===== src/tprs_ram.sv =====
module tprs_ram #(
    parameter int DW    = 6,
    parameter int AW    = 6,
    parameter int DEPTH = 64
) (
    input  logic          i_clk,
    input  logic          i_we,
    input  logic [AW-1:0] i_waddr,
    input  logic [DW-1:0] i_wdata,
    input  logic          i_re,
    input  logic [AW-1:0] i_raddr,
    output logic [DW-1:0] o_rdata
);
    logic [DW-1:0] r_mem [DEPTH];
    logic [DW-1:0] r_rdata;

    always_ff @(posedge i_clk) begin
        if (i_we) begin
            r_mem[i_waddr] <= i_wdata;
        end
        if (i_re) begin
            r_rdata <= r_mem[i_raddr];
        end
    end

    assign o_rdata = r_rdata;
endmodule


===== config.mk =====
export PLATFORM = sky130hd
export DESIGN_NAME = tprs_ram
export DESIGN_NICKNAME = d
export VERILOG_FILES = /design/src/tprs_ram.sv
export SDC_FILE = /design/constraint.sdc
export NUM_CORES = 1
export LEC_CHECK = 0
export ABC_AREA = 1
export BUFFER_PORTS_ARGS = -buffer_cell sky130_fd_sc_hd__buf_2
export CAP_MARGIN = 5
export CORE_ASPECT_RATIO = 1.5
export CORE_MARGIN = 2
export CORE_UTILIZATION = 43
export DETAILED_ROUTE_END_ITERATION = 10
export PLACE_DENSITY = 0.57
export SKIP_LAST_GASP = 1
export SLEW_MARGIN = 10
export SYNTH_ARGS = -nofsm -noshare
export SYNTH_HDL_FRONTEND = slang
export SYNTH_SLANG_ARGS = --single-unit

===== constraint.sdc =====
create_clock -name i_clk -period 2.2 [get_ports i_clk]
set_clock_uncertainty 0.2 [all_clocks]
set_input_delay 0.44 -clock i_clk [delete_from_list [all_inputs] [get_ports i_clk]]
set_output_delay 0.44 -clock i_clk [all_outputs]
set_load 0.02 [all_outputs]

==> flow_summary.ini <==
[status]
status = completed

[cts]
cts_tree = yes
cts_buffers = 37
cts_buffer_depth = 3
cts.sinks = 390
clockRootBuffer = clkbuf_16
ctsResizeCount = 0
htree_levels = 2
cts_setup_buffers = 0
ctsHoldBuffers = 0
clock_latency_ns = 0.54
clkSlewWorstSetupHoldPaths_ns = 0.06

[synth]
syn_inst = 1376
synth_async_sr_flop_share_pct = 0
syn_area_sq_mm = 0.0160
synth_area_leaders = edfxtp_1 73%, nand2_1 11%, nand3_1 10%, buf_2 1.3%, nor2_1 1.3%
synth.top_cell.area_share_pct = 73.2
syn_nets = 1397
yosysMostFrequentCell = nand2_1
yosys_warnings = 0
seq_area_frac_synth_pct = 73.2
synth_area_leader_cell = edfxtp_1
synth_commonest_cells = 486 x nand2_1, 390 x edfxtp_1, 331 x nand3_1, 56 x nor2_1, 43 x buf_2
synth_cell_type_count = 13
synth-seq-cells = 390
syn_area_per_cell_sq_um = 11.6
ys.flop_type = edfxtp_1
synth-edff-count = 390

[timing]
setup_viol = 0
fmax_ghz = 0.543
hold_slack_ns = 0.0400
fin_crit_sh_pct = 83.7
hold_viol = 0
slew_violations = 0
setup_ws_ns = 0.360
max_slew.worst_pin.slew_ns = 0.785
period_needed_ns = 1.84
slew_headroom_pct = 47.7
rsz0062_at_grt = false

[cells_and_area]
filler_cell_count = 3217
regArea_sq_mm = 0.0117
area_delta_synth_final_pct = 17.1
fin_cells = 1991
fin_util_pct = 51.0
drive_gt1_share_pct = 13.5
multiInputGateArea_sq_mm = 0.00380
nNetsFinal = 1499

[grt]
overflow = 0
grt_pass1_wl_um = 62500
antenna_found_initial = 1
grt_max_degree = 70
grt_pass1_vias = 10505
gr-usage-all-layers_pct = 21.4

[power_and_ir_drop]
p_total_w = 0.0160
powerDensity_mw_per_mm2 = 854
max-vdd-ir-drop_uv = 463
power_leakage_nw = 6.90

[setup_path]
reg2reg_setup_slack_ns = 0.60
cp.required_ns = 1.56
path_class = reg2out
slowest_stage = edfxtp_1
cp-end-kind = output port
setup.worst_path.start_class = flop
crit_fanout = 1
path_cells = buf_2
path_buf_inv = 1
critPathMaxStageDelay_ns = 0.46
path_delay_family = flip-flops
cp_data_arrival_time_ns = 1.20

[placed_design]
dp_hpwl_um = 26000
place_inst = 1923
numPortBuffers = 26
pre_cts_slack_ns = -0.0290
place_congestion = 0.866

[detailed_routing]
drc = 0
wire_per_inst_um = 20.7
first_iter_violations = 1237
viasPerCell = 5.35
drt-pass1-iter-count = 5
wl_um = 41200
ant_nets = 0
dr_total_vias = 10646

[floorplanning]
die_h_um = 240
die_area_sq_mm = 0.0388
pin_count = 27
die_x_um = 161
coreArea_sq_mm = 0.0367
num_rows = 86
initial_core_util_pct = 43.6

[min_path]
hold_path.class = in2reg

[run]
drv_cap = 0
==> power by group <==
| part | switching (W) | internal, W |
|---|---|---|
| logic | 0.000750 | 0.000311 |
| clock network | 0.00271 | 0.00396 |
| registers | 0.0000216 | 0.00824 |
==> path summary, 6_finish.rpt <==
check,from,to,cells past startpoint
min reg2reg,r_mem[6][5],o_rdata[5],8
max reg2reg,r_mem[51][1],o_rdata[1],8
max,o_rdata[0],o_rdata[0],1
min,i_re,o_rdata[2],1
==> worst reg2reg max path: stages (launching register included) <==
cell      delay, ns
edfxtp_1       0.36
nand2_1        0.08
nand3_1        0.08
nand3_1        0.13
nand2_1        0.12
nand2_1        0.09
nand3_1        0.11
nand3_1        0.12
nand2_1        0.07
==> layout by cell type (no fill, tap or decap), drive strengths merged, types with 6 or more instances in the layout <==
cell type / instances
nand2: 486
edfxtp: 390
nand3: 331
buf: 147
nor2: 56
clkbuf: 47
inv: 13
clkinv: 10
nand4: 9
nor4: 8
bufinv: 6
==> cell type report <==
cell class | count | share of cell area (%)
multi-input cells | 890 | 20.3
inverters | 12 | 0.267
clock buffers | 47 | 5.37
clock inverters | 20 | 1.38
flip-flops and latches | 390 | 62.5
repair buffers | 147 | 6.93
diodes | 1 | 0.0134
well taps | 484 | 3.23
==> flip-flops by register name, indices dropped and copies added, names as in the netlist <==
register / count
o_rdata: 6
r_mem: 384
==> through the flow <==
| step | setup TNS, ns | area (sq um) |
|---|---|---|
| 3_3_place_gp | -0.240 | 17500 |
| 2_1_floorplan | -0.441 | 16000 |
| 3_5_place_dp | -0.173 | 17500 |
| 4_1_cts | 0 | 18700 |
| 5_1_grt | 0 | 18700 |
| 6_report | 0 | 18700 |
==> routing by layer <==
metal	GRT usage [%]	wire (um)
met4	9.33	1640
met1	27.0	16500
met2	37.3	20800
met5	0	11
met3	2.67	2180
==> logic make-up (layout without fill, tap and decap cells) <==
kind of cell | Yosys count | in the layout | synth area share (%)
and+or+nand+nor | 890 | 890 | 23.7
buffers and inverters | 96 | 226 | 3.01
other | 0 | 1 | 0
DFF | 390 | 390 | 73.2
Note: power is estimated with default switching activity, not from simulation.
