`src/tprs_pkg.sv`:
```
package tprs_pkg;

    localparam int CMD_W    = 2;
    localparam int HANDLE_W = 6;
    localparam int PRIO_W   = 4;
    localparam int STATUS_W = 3;

    localparam logic [PRIO_W-1:0] CAP_INIT  = 4'd2;
    localparam logic [PRIO_W-1:0] STEP_INIT = 4'd1;

    typedef enum logic [CMD_W-1:0] {
        CMD_PUSH    = 2'd0,
        CMD_POP     = 2'd1,
        CMD_PROMOTE = 2'd2,
        CMD_NONE    = 2'd3
    } t_cmd;

    typedef enum logic [STATUS_W-1:0] {
        ST_PUSHED    = 3'd0,
        ST_POPPED    = 3'd1,
        ST_EMPTY     = 3'd2,
        ST_PROMOTED  = 3'd3,
        ST_NO_CHANGE = 3'd4,
        ST_REJECTED  = 3'd5
    } t_status;

    typedef enum logic [2:0] {
        S_IDLE,
        S_CHK,
        S_SCAN,
        S_POP1,
        S_POP2,
        S_PRO_W,
        S_PRO_A,
        S_EMIT
    } t_state;

endpackage

```
`src/tprs_cycler.sv`:
```
module tprs_cycler import tprs_pkg::*; #(
    parameter int NUM_PRIORITIES = 10
) (
    input  logic              i_clk,
    input  logic              i_rst_n,
    input  logic              i_advance,
    output logic [PRIO_W-1:0] o_step
);
    logic [PRIO_W-1:0] r_cap, n_cap, r_step, n_step;

    always_comb begin
        n_cap  = r_cap;
        n_step = r_step;
        if (i_advance) begin
            if (r_step >= r_cap) begin
                n_step = STEP_INIT;
                n_cap  = (r_cap >= PRIO_W'(NUM_PRIORITIES)) ? CAP_INIT : r_cap + 1'b1;
            end else begin
                n_step = r_step + 1'b1;
            end
        end
    end

    always_ff @(posedge i_clk) begin
        if (!i_rst_n) begin
            r_cap  <= CAP_INIT;
            r_step <= STEP_INIT;
        end else begin
            r_cap  <= n_cap;
            r_step <= n_step;
        end
    end

    assign o_step = r_step;
endmodule

```
`config.mk`:
```
export PLATFORM = sky130hd
export DESIGN_NAME = tprs_cycler
export DESIGN_NICKNAME = d
export VERILOG_FILES = /design/src/tprs_pkg.sv /design/src/tprs_cycler.sv
export SDC_FILE = /design/constraint.sdc
export NUM_CORES = 1
export LEC_CHECK = 0
export BUFFER_PORTS_ARGS = -buffer_cell sky130_fd_sc_hd__buf_2
export CAP_MARGIN = 20
export CORE_AREA = 2 2 39 41
export DETAILED_ROUTE_END_ITERATION = 10
export DIE_AREA = 0 0 41 43
export GPL_TIMING_DRIVEN = 0
export PLACE_DENSITY = 0.66
export SYNTH_ARGS = -nofsm -noshare
export SYNTH_HDL_FRONTEND = slang
export SYNTH_SLANG_ARGS = --single-unit
```
`constraint.sdc`:
```
create_clock -name i_clk -period 2.6 [get_ports i_clk]
set_input_delay 0.13 -clock i_clk [delete_from_list [all_inputs] [get_ports i_clk]]
set_output_delay 0.13 -clock i_clk [all_outputs]
set_load 0.02 [all_outputs]
```
==> results.sh, run 1 <==
export IMPL_nets=80
export IMPL_finalSetupTns_ps=0
export IMPL_syn_area_um2=549
export IMPL_route_detailed_drc=0
export IMPL_n_antenna_cell=0
export IMPL_drt_wl_total_um=1070
export IMPL_ys_seq_elements=8
export IMPL_grt_ovfl_total=0
export IMPL_status="finished clean"
export IMPL_synth_distinct_cells=29
export IMPL_synthCells=60
export IMPL_final_cell_count_no_fill=84
export IMPL_drt_iter0_markers=3
export IMPL_ioPinCount=7
export IMPL_root_buffer="clkbuf_4"
export IMPL_critical_path_arrival_ps=2180
export IMPL_crit_fanout=6
export IMPL_avgViaCountPerCell=5.61
export IMPL_die_w_um=41
export IMPL_worst_pin_slew_ps=441
export IMPL_place_congestion=0.919
export IMPL_fin_skew_ps=4.17
export IMPL_ys_seq_area_frac=0.292
export IMPL_drive_gt1_frac=0.162
export IMPL_crit_required_ps=2790
export IMPL_wl_per_cell_um=12.8
export IMPL_cts_made_buffers=3
export IMPL_p_per_area_nw_per_um2=632
export IMPL_synthTopCellsByArea="dfxtp_1 (29%), ha_1 (16%), a2111oi_4 (5.0%)"
export IMPL_rsz0062_at_grt="false"
export IMPL_syn2layout_area_growth_pct=12.3
export IMPL_finalCritPeriodShare=0.764
export IMPL_antenna_found_initial=0
export IMPL_grt_start_max_net_pins=11
export IMPL_die_height_um=43
export IMPL_grt_pass1_vias=450
export IMPL_num_rows=14
export IMPL_cts_tree="built"
export IMPL_cts_path_max_buffers=2
export IMPL_core_area_um2=1380
export IMPL_cp_end_kind="flop"
export IMPL_hpwlAfterDp_um=793
export IMPL_hold_viol=0
export IMPL_drv_cap=0
export IMPL_path_class="reg -> reg"
export IMPL_vias=471
export IMPL_final_antenna_net_count=0
export IMPL_clk_pin_slew_ps=60
export IMPL_slew_headroom=0.706
export IMPL_dr_pass1_iters=4
export IMPL_cts_setup_buffers=0
export IMPL_place_inst=81
export IMPL_synthesis_nets=70
export IMPL_synth_top_cell_by_area="dfxtp_1"
export IMPL_clk_latency_ps=250
export IMPL_postCtsHoldBufs=0
export IMPL_max_freq_mhz=503
export IMPL_clock_sinks=8
export IMPL_finalCriticalPeriod_ps=1990
export IMPL_ys_warn_count=0
export IMPL_h_tree_depth=1
export IMPL_slew_viol_final=0
export IMPL_start_util=0.397
export IMPL_track_usage=0.169
export IMPL_synth_area_per_cell_um2=9.15
export IMPL_setup_viol=0
export IMPL_p_leak_nw=0.272
export IMPL_synth_top_area_share=0.292
export IMPL_grt_pass1_wl_um=1980
export IMPL_hp_class="in -> reg"
export IMPL_vdd_ir_drop_max_mv=0.256
export IMPL_cts_resized=0
export IMPL_portBuffers=5
export IMPL_die_area_um2=1760
export IMPL_startpoint_type="flop"
==> power breakdown <==
| group | internal, mW | switching [mW] |
|---|---|---|
| Sequential | 0.136 | 0.0178 |
| Combinational | 0.0666 | 0.0726 |
| Clock | 0.0529 | 0.0438 |
==> per-layer routing <==
| layer | vias up | wire (um) | global-route usage |
|---|---|---|---|
| met3 | 4 | 35 | 0.0314 |
| li1 | 238 | - | - |
| met4 | 0 | 13 | 0.120 |
| met1 | 220 | 507 | 0.210 |
| met5 | - | 0 | 0 |
| met2 | 9 | 515 | 0.247 |
==> cell usage after synthesis <==
cell / number
nand2b_1: 2
a2111oi_4: 1
inv_1: 5
xnor2_1: 1
nand3_1: 2
o21a_1: 1
o22ai_1: 1
nand2_1: 3
a31oi_1: 1
mux2i_1: 2
nor4b_1: 1
or3b_1: 1
o211ai_1: 1
and3_1: 1
buf_6: 1
o311ai_0: 1
nand4_1: 2
nor4_1: 2
o21ai_1: 1
clkbuf_1: 2
o21ai_0: 4
o211a_1: 1
nand2b_4: 1
a21boi_1: 2
dfxtp_1: 8
o31ai_1: 1
nor2_1: 3
nor2b_1: 1
ha_1: 7
==> worst paths after layout <==
check	startpoint	to	slack, ps	depth (start not counted)
hold / removal	i_rst_n	r_cap[2]$_SDFFE_PN0P_	170	3
setup / recovery	o_step[0]$_SDFFE_PN1P_	r_cap[0]$_SDFFE_PN0P_	610	7
setup reg to reg	o_step[0]$_SDFFE_PN1P_	r_cap[0]$_SDFFE_PN0P_	610	7
hold reg to reg	r_cap[0]$_SDFFE_PN0P_	r_cap[0]$_SDFFE_PN0P_	510	2
==> critical path, stage by stage (launching register included) <==
cell and delay, ps:
dfxtp_1 430, inv_1 70, ha_1 290, nand2b_4 150, a2111oi_4 490, or3b_1 210
buf_6 120, mux2i_1 160
==> per-stage QoR <==
step | hold WS [ps] | instance area [um^2] | util | setup WS (ps) | total power [mW]
detailed placement | 439 | 594 | 0.429 | 607 | 0.295
global route | 209 | 617 | 0.446 | 455 | 0.423
CTS | 164 | 617 | 0.446 | 604 | 0.396
finish | 171 | 617 | 0.446 | 612 | 0.390
floorplan | 297 | 549 | - | 686 | 0.264
global placement | 436 | 594 | 0.429 | 651 | 0.291
==> flip-flops by register name (all words and copies together), names as in the netlist <==
signal	flops
o_step	4
r_cap	4
==> area by class of cell <==
type | instances | area, um^2
Fill cell | 145 | 767
Inverter | 5 | 18.8
Clock buffer | 3 | 22.5
Multi-Input combinational cell | 44 | 352
Sequential cell | 8 | 160
Buffer | 3 | 18.8
Tap cell | 16 | 20.0
Timing Repair Buffer | 5 | 25.0
==> placed cells by master (no fill, tap or decap) <==
master / synthesis / final
nand3_1: 2 / 2
o211ai_1: 1 / 1
o31ai_1: 1 / 1
clkbuf_1: 2 / 2
buf_2: 0 / 5
nor2b_1: 1 / 1
o211a_1: 1 / 1
nor4_1: 2 / 2
buf_6: 1 / 1
o21a_1: 1 / 1
o311ai_0: 1 / 1
nand2b_1: 2 / 2
and3_1: 1 / 1
ha_1: 7 / 7
a2111oi_4: 1 / 1
inv_1: 5 / 5
xnor2_1: 1 / 1
o21ai_0: 4 / 4
nand4_1: 2 / 2
or3b_1: 1 / 1
a21boi_1: 2 / 2
o22ai_1: 1 / 1
nand2_1: 3 / 3
a31oi_1: 1 / 1
mux2i_1: 2 / 2
o21ai_1: 1 / 1
dfxtp_1: 8 / 8
nor2_1: 3 / 3
nand2b_4: 1 / 1
nor4b_1: 1 / 1
clkbuf_4: 0 / 3
==> logic make-up after synthesis <==
family | count (synthesis) | synth area share
buffers and inverters | 8 | 0.0683
AOI/OAI and AO/OA | 15 | 0.221
xor gates and xnor gates | 1 | 0.0159
and+or+nand+nor | 19 | 0.207
adders and majority gates | 7 | 0.159
muxes | 2 | 0.0364
DFF | 8 | 0.292
(Power assumes the default switching activity.)
==> run 2, diff against run 1 <==
Settings changed: PLACE_DENSITY 0.66 to 0.68.
Clock period 2.6 ns to 1.8 ns, I/O delays scaled along.
==> run 2 against run 1 <==
Sequential share of layout area shrank 0.92 points. Via count grew 4.7%. Die area is the same. Global-route usage shrank 2.4 points. Total power grew 57%. Final area grew 8.5%. Clock skew shrank 1.8 ps. Hold slack lost 31 ps. Wire length grew 7.3%. Non-clock buffer count grew 4. Critical endpoint is now o_step[3]$_SDFFE_PN0P_. Largest power group is now combinational logic. Highest routed layer unchanged.
==> results.sh, run 2 (same netlist as run 1, synthesis figures left out) <==
export IMPL_portBuffers=5
export IMPL_postCtsHoldBufs=0
export IMPL_finalCriticalPeriod_ps=1770
export IMPL_clk_pin_slew_ps=50
export IMPL_rsz0062_at_grt="true"
export IMPL_cts_tree="built"
export IMPL_path_class="reg -> reg"
export IMPL_crit_required_ps=1950
export IMPL_grt_start_max_net_pins=11
export IMPL_setup_viol=0
export IMPL_slew_headroom=0.734
export IMPL_hpwlAfterDp_um=759
export IMPL_antenna_found_initial=0
export IMPL_avgViaCountPerCell=5.60
export IMPL_worst_pin_slew_ps=399
export IMPL_cp_end_kind="flop"
export IMPL_cts_path_max_buffers=2
export IMPL_finalCritPeriodShare=0.983
export IMPL_vdd_ir_drop_max_mv=0.361
export IMPL_syn2layout_area_growth_pct=21.9
export IMPL_track_usage=0.145
export IMPL_finalSetupTns_ps=0
export IMPL_utilization=0.484
export IMPL_vias=493
export IMPL_startpoint_type="flop"
export IMPL_mostFrequentLayoutCells="ha_1 (6), dfxtp_1 (6), inv_1 (5), buf_2 (5)"
export IMPL_p_per_area_nw_per_um2=913
export IMPL_wl_per_cell_um=13.1
export IMPL_n_antenna_cell=0
export IMPL_placed_cell_area_um2=596
export IMPL_grt_pass1_wl_um=1700
export IMPL_fin_skew_ps=2.37
export IMPL_drt_iter0_markers=20
export IMPL_p_leak_nw=0.287
export IMPL_slew_viol_final=0
export IMPL_grt_ovfl_total=0
export IMPL_final_antenna_net_count=0
export IMPL_clock_sinks=8
export IMPL_nets=84
export IMPL_dr_pass1_iters=4
export IMPL_grt_pass1_vias=396
export IMPL_start_util=0.397
export IMPL_clk_latency_ps=250
export IMPL_drt_wl_total_um=1150
export IMPL_root_buffer="clkbuf_4"
export IMPL_die_w_um=41
export IMPL_holdWs_ps=140
export IMPL_num_rows=14
export IMPL_place_ws_ps=-97.1
export IMPL_core_area_um2=1380
export IMPL_hp_class="in -> reg"
export IMPL_critical_path_arrival_ps=1920
export IMPL_ioPinCount=7
export IMPL_route_detailed_drc=0
export IMPL_drive_gt1_frac=0.264
export IMPL_hold_viol=0
export IMPL_crit_fanout=6
export IMPL_die_area_um2=1760
export IMPL_place_congestion=0.758
export IMPL_status="finished clean"
export IMPL_max_freq_mhz=565
export IMPL_cts_made_buffers=3
export IMPL_drv_cap=0
export IMPL_h_tree_depth=1
export IMPL_fin_ws_ps=31.2
export IMPL_die_height_um=43
export IMPL_fin_area_um2=669
==> run 2: where the power goes <==
group	leakage, nW	internal [mW]	switching (mW)
Combinational	0.208	0.131	0.120
Clock	0.0138	0.0763	0.0617
Sequential	0.0651	0.197	0.0252
==> run 2: routing by layer <==
metal / part of all wire / global-route usage
met1: 0.46 / 0.199
met2: 0.48 / 0.191
met3: 0.030 / 0.0157
met4: 0.029 / 0.120
met5: 0 / 0
==> run 2: worst paths after layout <==
path	start	end	slack, ps	cells after the start
worst max-delay path	r_cap[3]$_SDFFE_PN0P_	o_step[3]$_SDFFE_PN0P_	30	7
worst min-delay path	i_rst_n	r_cap[2]$_SDFFE_PN0P_	140	3
worst max register to register	r_cap[3]$_SDFFE_PN0P_	o_step[3]$_SDFFE_PN0P_	30	7
worst min register to register	r_cap[0]$_SDFFE_PN0P_	r_cap[0]$_SDFFE_PN0P_	510	2
==> run 2: layout make-up <==
class	instances	area, um^2
Clock buffer	3	22.5
Tap cell	16	20.0
Inverter	5	18.8
Fill cell	132	714
Buffer	3	18.8
Sequential cell	8	168
Timing Repair Buffer	9	55.1
Multi-Input combinational cell	44	367
==> run 2: per-stage QoR <==
step / cells / power (mW)
detailed placement: 81 / 0.429
CTS: 86 / 0.597
global placement: 81 / 0.423
finish: 88 / 0.611
global route: 88 / 0.658
floorplan: 60 / 0.384
==> run 2: critical path: stages (launching register included) <==
cell     delay (ps)
dfxtp_1         400
inv_1            90
ha_1            280
o21a_1          130
nor2_2           70
or3b_1          390
buf_6           140
and3_1          150
==> run 2: timing repair <==
item | 4_1_cts | 5_1_grt
setup buffers | 2 | 2
cloned | 0 | 0
endpoints found under the setup margin | 5 | 8
pin swaps | 1 | 3
gates resized for setup | 0 | 5
==> run 3, diff against run 2 <==
Settings changed: CORE_AREA 2 2 39 41 to 5 5 42 44, DIE_AREA 0 0 41 43 to 0 0 47 49, HOLD_SLACK_MARGIN set to 0.12.
==> run 3 against run 2 <==
Final area decreased by 5.4%. Clock skew increased by 1.6 ps. Critical path type unchanged. Cell count decreased by 3.4%. Total power decreased by 5.1%. Clock power about the same. Highest routed layer is now met3. Sequential share of layout area increased by 1.2 points. Setup slack improved by 33 ps. Via count decreased by 7.3%. Register-to-register slack improved by 30 ps.
==> results.sh, run 3 (same netlist as run 1, synthesis figures left out) <==
export IMPL_r2r_slack_ps=60
export IMPL_num_rows=14
export IMPL_hp_start="i_rst_n"
export IMPL_start_util=0.392
export IMPL_worstHoldEndpoint="r_cap[2]$_SDFFE_PN0P_"
export IMPL_grt_pass1_vias=446
export IMPL_hold_depth=3
export IMPL_antenna_found_initial=0
export IMPL_n_antenna_cell=0
export IMPL_vias=457
export IMPL_multi_input_area_um2=354
export IMPL_route_detailed_drc=0
export IMPL_cts_tree="built"
export IMPL_root_buffer="clkbuf_4"
export IMPL_drt_iter0_markers=11
export IMPL_postCtsHoldBufs=0
export IMPL_fin_skew_ps=4.01
export IMPL_fillCellCount=150
export IMPL_wl_per_cell_um=13.1
export IMPL_seqCellArea_um2=166
export IMPL_vdd_ir_drop_max_mv=0.445
export IMPL_path_class="reg -> reg"
export IMPL_clk_pin_slew_ps=50
export IMPL_startpoint_type="flop"
export IMPL_drt_wl_total_um=1110
export IMPL_p_per_area_nw_per_um2=916
export IMPL_track_usage=0.118
export IMPL_fin_area_um2=633
export IMPL_setup_viol=0
export IMPL_crit_buf_inv=2
export IMPL_place_inst=81
export IMPL_grt_ovfl_total=0
export IMPL_finalCritPeriodShare=0.964
export IMPL_die_w_um=47
export IMPL_avgViaCountPerCell=5.38
export IMPL_rsz0062_at_grt="false"
export IMPL_finalCriticalPeriod_ps=1740
export IMPL_place_congestion=0.738
export IMPL_die_area_um2=2300
export IMPL_placed_cell_area_um2=596
export IMPL_dr_pass1_iters=4
export IMPL_portBuffers=5
export IMPL_status="finished clean"
export IMPL_core_area_um2=1400
export IMPL_mostFrequentLayoutCells="ha_1 (7), inv_1 (5), buf_2 (5), dfxtp_1 (5), o21ai_0 (4)"
export IMPL_worst_pin_slew_ps=339
export IMPL_ff2ff_path_depth=6
export IMPL_drive_gt1_frac=0.232
export IMPL_final_antenna_net_count=0
export IMPL_mostFrequentLayoutCell="ha_1"
export IMPL_hp_class="in -> reg"
export IMPL_grt_pass1_wl_um=1970
export IMPL_drv_cap=0
export IMPL_cts_path_max_buffers=2
export IMPL_slew_viol_final=0
export IMPL_critical_path_top_delay_family="compound AO/OA/AOI/OAI gates"
export IMPL_crit_required_ps=1910
export IMPL_hpwlAfterDp_um=847
export IMPL_reg2reg_from="r_cap[1]$_SDFFE_PN1P_"
export IMPL_die_height_um=49
export IMPL_cp_cell_sequence="inv_1 -> ha_1 -> a2111oi_4 -> buf_4 -> o211a_1 -> o21ai_0"
export IMPL_h_tree_depth=1
export IMPL_slew_headroom=0.774
export IMPL_nets=81
export IMPL_cp_slowest_cell="a2111oi_4"
export IMPL_cts_made_buffers=3
export IMPL_crit_fanout=6
export IMPL_clk_latency_ps=250
export IMPL_final_cell_count_no_fill=85
export IMPL_grt_start_max_net_pins=11
export IMPL_ioPinCount=7
export IMPL_max_freq_mhz=576
export IMPL_critical_path_arrival_ps=1850
export IMPL_cp_end_kind="flop"
export IMPL_syn2layout_area_growth_pct=15.3
export IMPL_clock_sinks=8
export IMPL_timing_rr_end="o_step[0]$_SDFFE_PN1P_"
export IMPL_p_leak_nw=0.276
export IMPL_hold_viol=0
export IMPL_cpPeakStageDelay_ps=400
export IMPL_power_uw=580
-- run 3: cell types whose count changed in the layout (fill, tap and decap cells not counted) --
cell,delta
dfxtp_4,-1
ha_1,+1
dfxtp_1,-1
buf_4,-3
dfxtp_2,+2
ha_4,-1
-- run 3: timing repair --
action,4_1_cts,5_1_grt
setup buffers,1,0
endpoints found under the setup margin,6,7
gates resized for setup,1,3
pin swaps,1,2
-- run 3: how the worst max path moves through the flow --
| stage | depth (start not counted) | slack [ps] | startpoint | endpoint |
|---|---|---|---|---|
| 2_1_floorplan | 7 | 40 | o_step[0]$_SDFFE_PN1P_ | r_cap[0]$_SDFFE_PN0P_ |
| 3_3_place_gp | 6 | -70 | r_cap[1]$_SDFFE_PN1P_ | r_cap[0]$_SDFFE_PN0P_ |
| 3_5_place_dp | 6 | -110 | r_cap[1]$_SDFFE_PN1P_ | r_cap[0]$_SDFFE_PN0P_ |
| 4_1_cts | 7 | 20 | o_step[0]$_SDFFE_PN1P_ | o_step[0]$_SDFFE_PN1P_ |
| 5_1_grt | 7 | 7 | o_step[0]$_SDFFE_PN1P_ | r_cap[3]$_SDFFE_PN0P_ |
| 6_report | 6 | 60 | r_cap[1]$_SDFFE_PN1P_ | o_step[0]$_SDFFE_PN1P_ |
-- run 3: layer usage --
layer / up-vias / wire (um) / global-route usage
met2: 9 / 538 / 0.158
met1: 212 / 531 / 0.161
met4: 0 / 0 / 0.0553
li1: 236 / - / -
met5: - / 0 / 0
met3: 0 / 41 / 0.0443
-- run 3: worst min-delay path, stage by stage --
cell and delay, ps:
buf_2 110, nand4_1 90, o21ai_1 60
-- run 3: cell type report --
class | count | area share
multi-input combinational | 44 | 0.559
sequential | 8 | 0.263
timing repair buffer | 6 | 0.0514
clock buffer | 3 | 0.0356
tap | 16 | 0.0316
buffer | 3 | 0.0296
inverter | 5 | 0.0296
-- run 3: stage by stage --
step                setup WS (ps)  utilization  TNS, ps  hold slack [ps]
global route                 6.91        0.452        0              188
CTS                          19.1        0.448        0              139
global placement            -69.6        0.425     -251              406
finish                       64.0        0.452        0              152
detailed placement           -106        0.425     -442              405
floorplan                    44.0            -        0              257
-- run 3: where the power goes --
part	internal, mW	switching, mW	leakage [nW]	total (mW)
clock network	0.0763	0.0614	0.0138	0.138
registers	0.198	0.0261	0.0652	0.224
logic	0.108	0.109	0.197	0.218
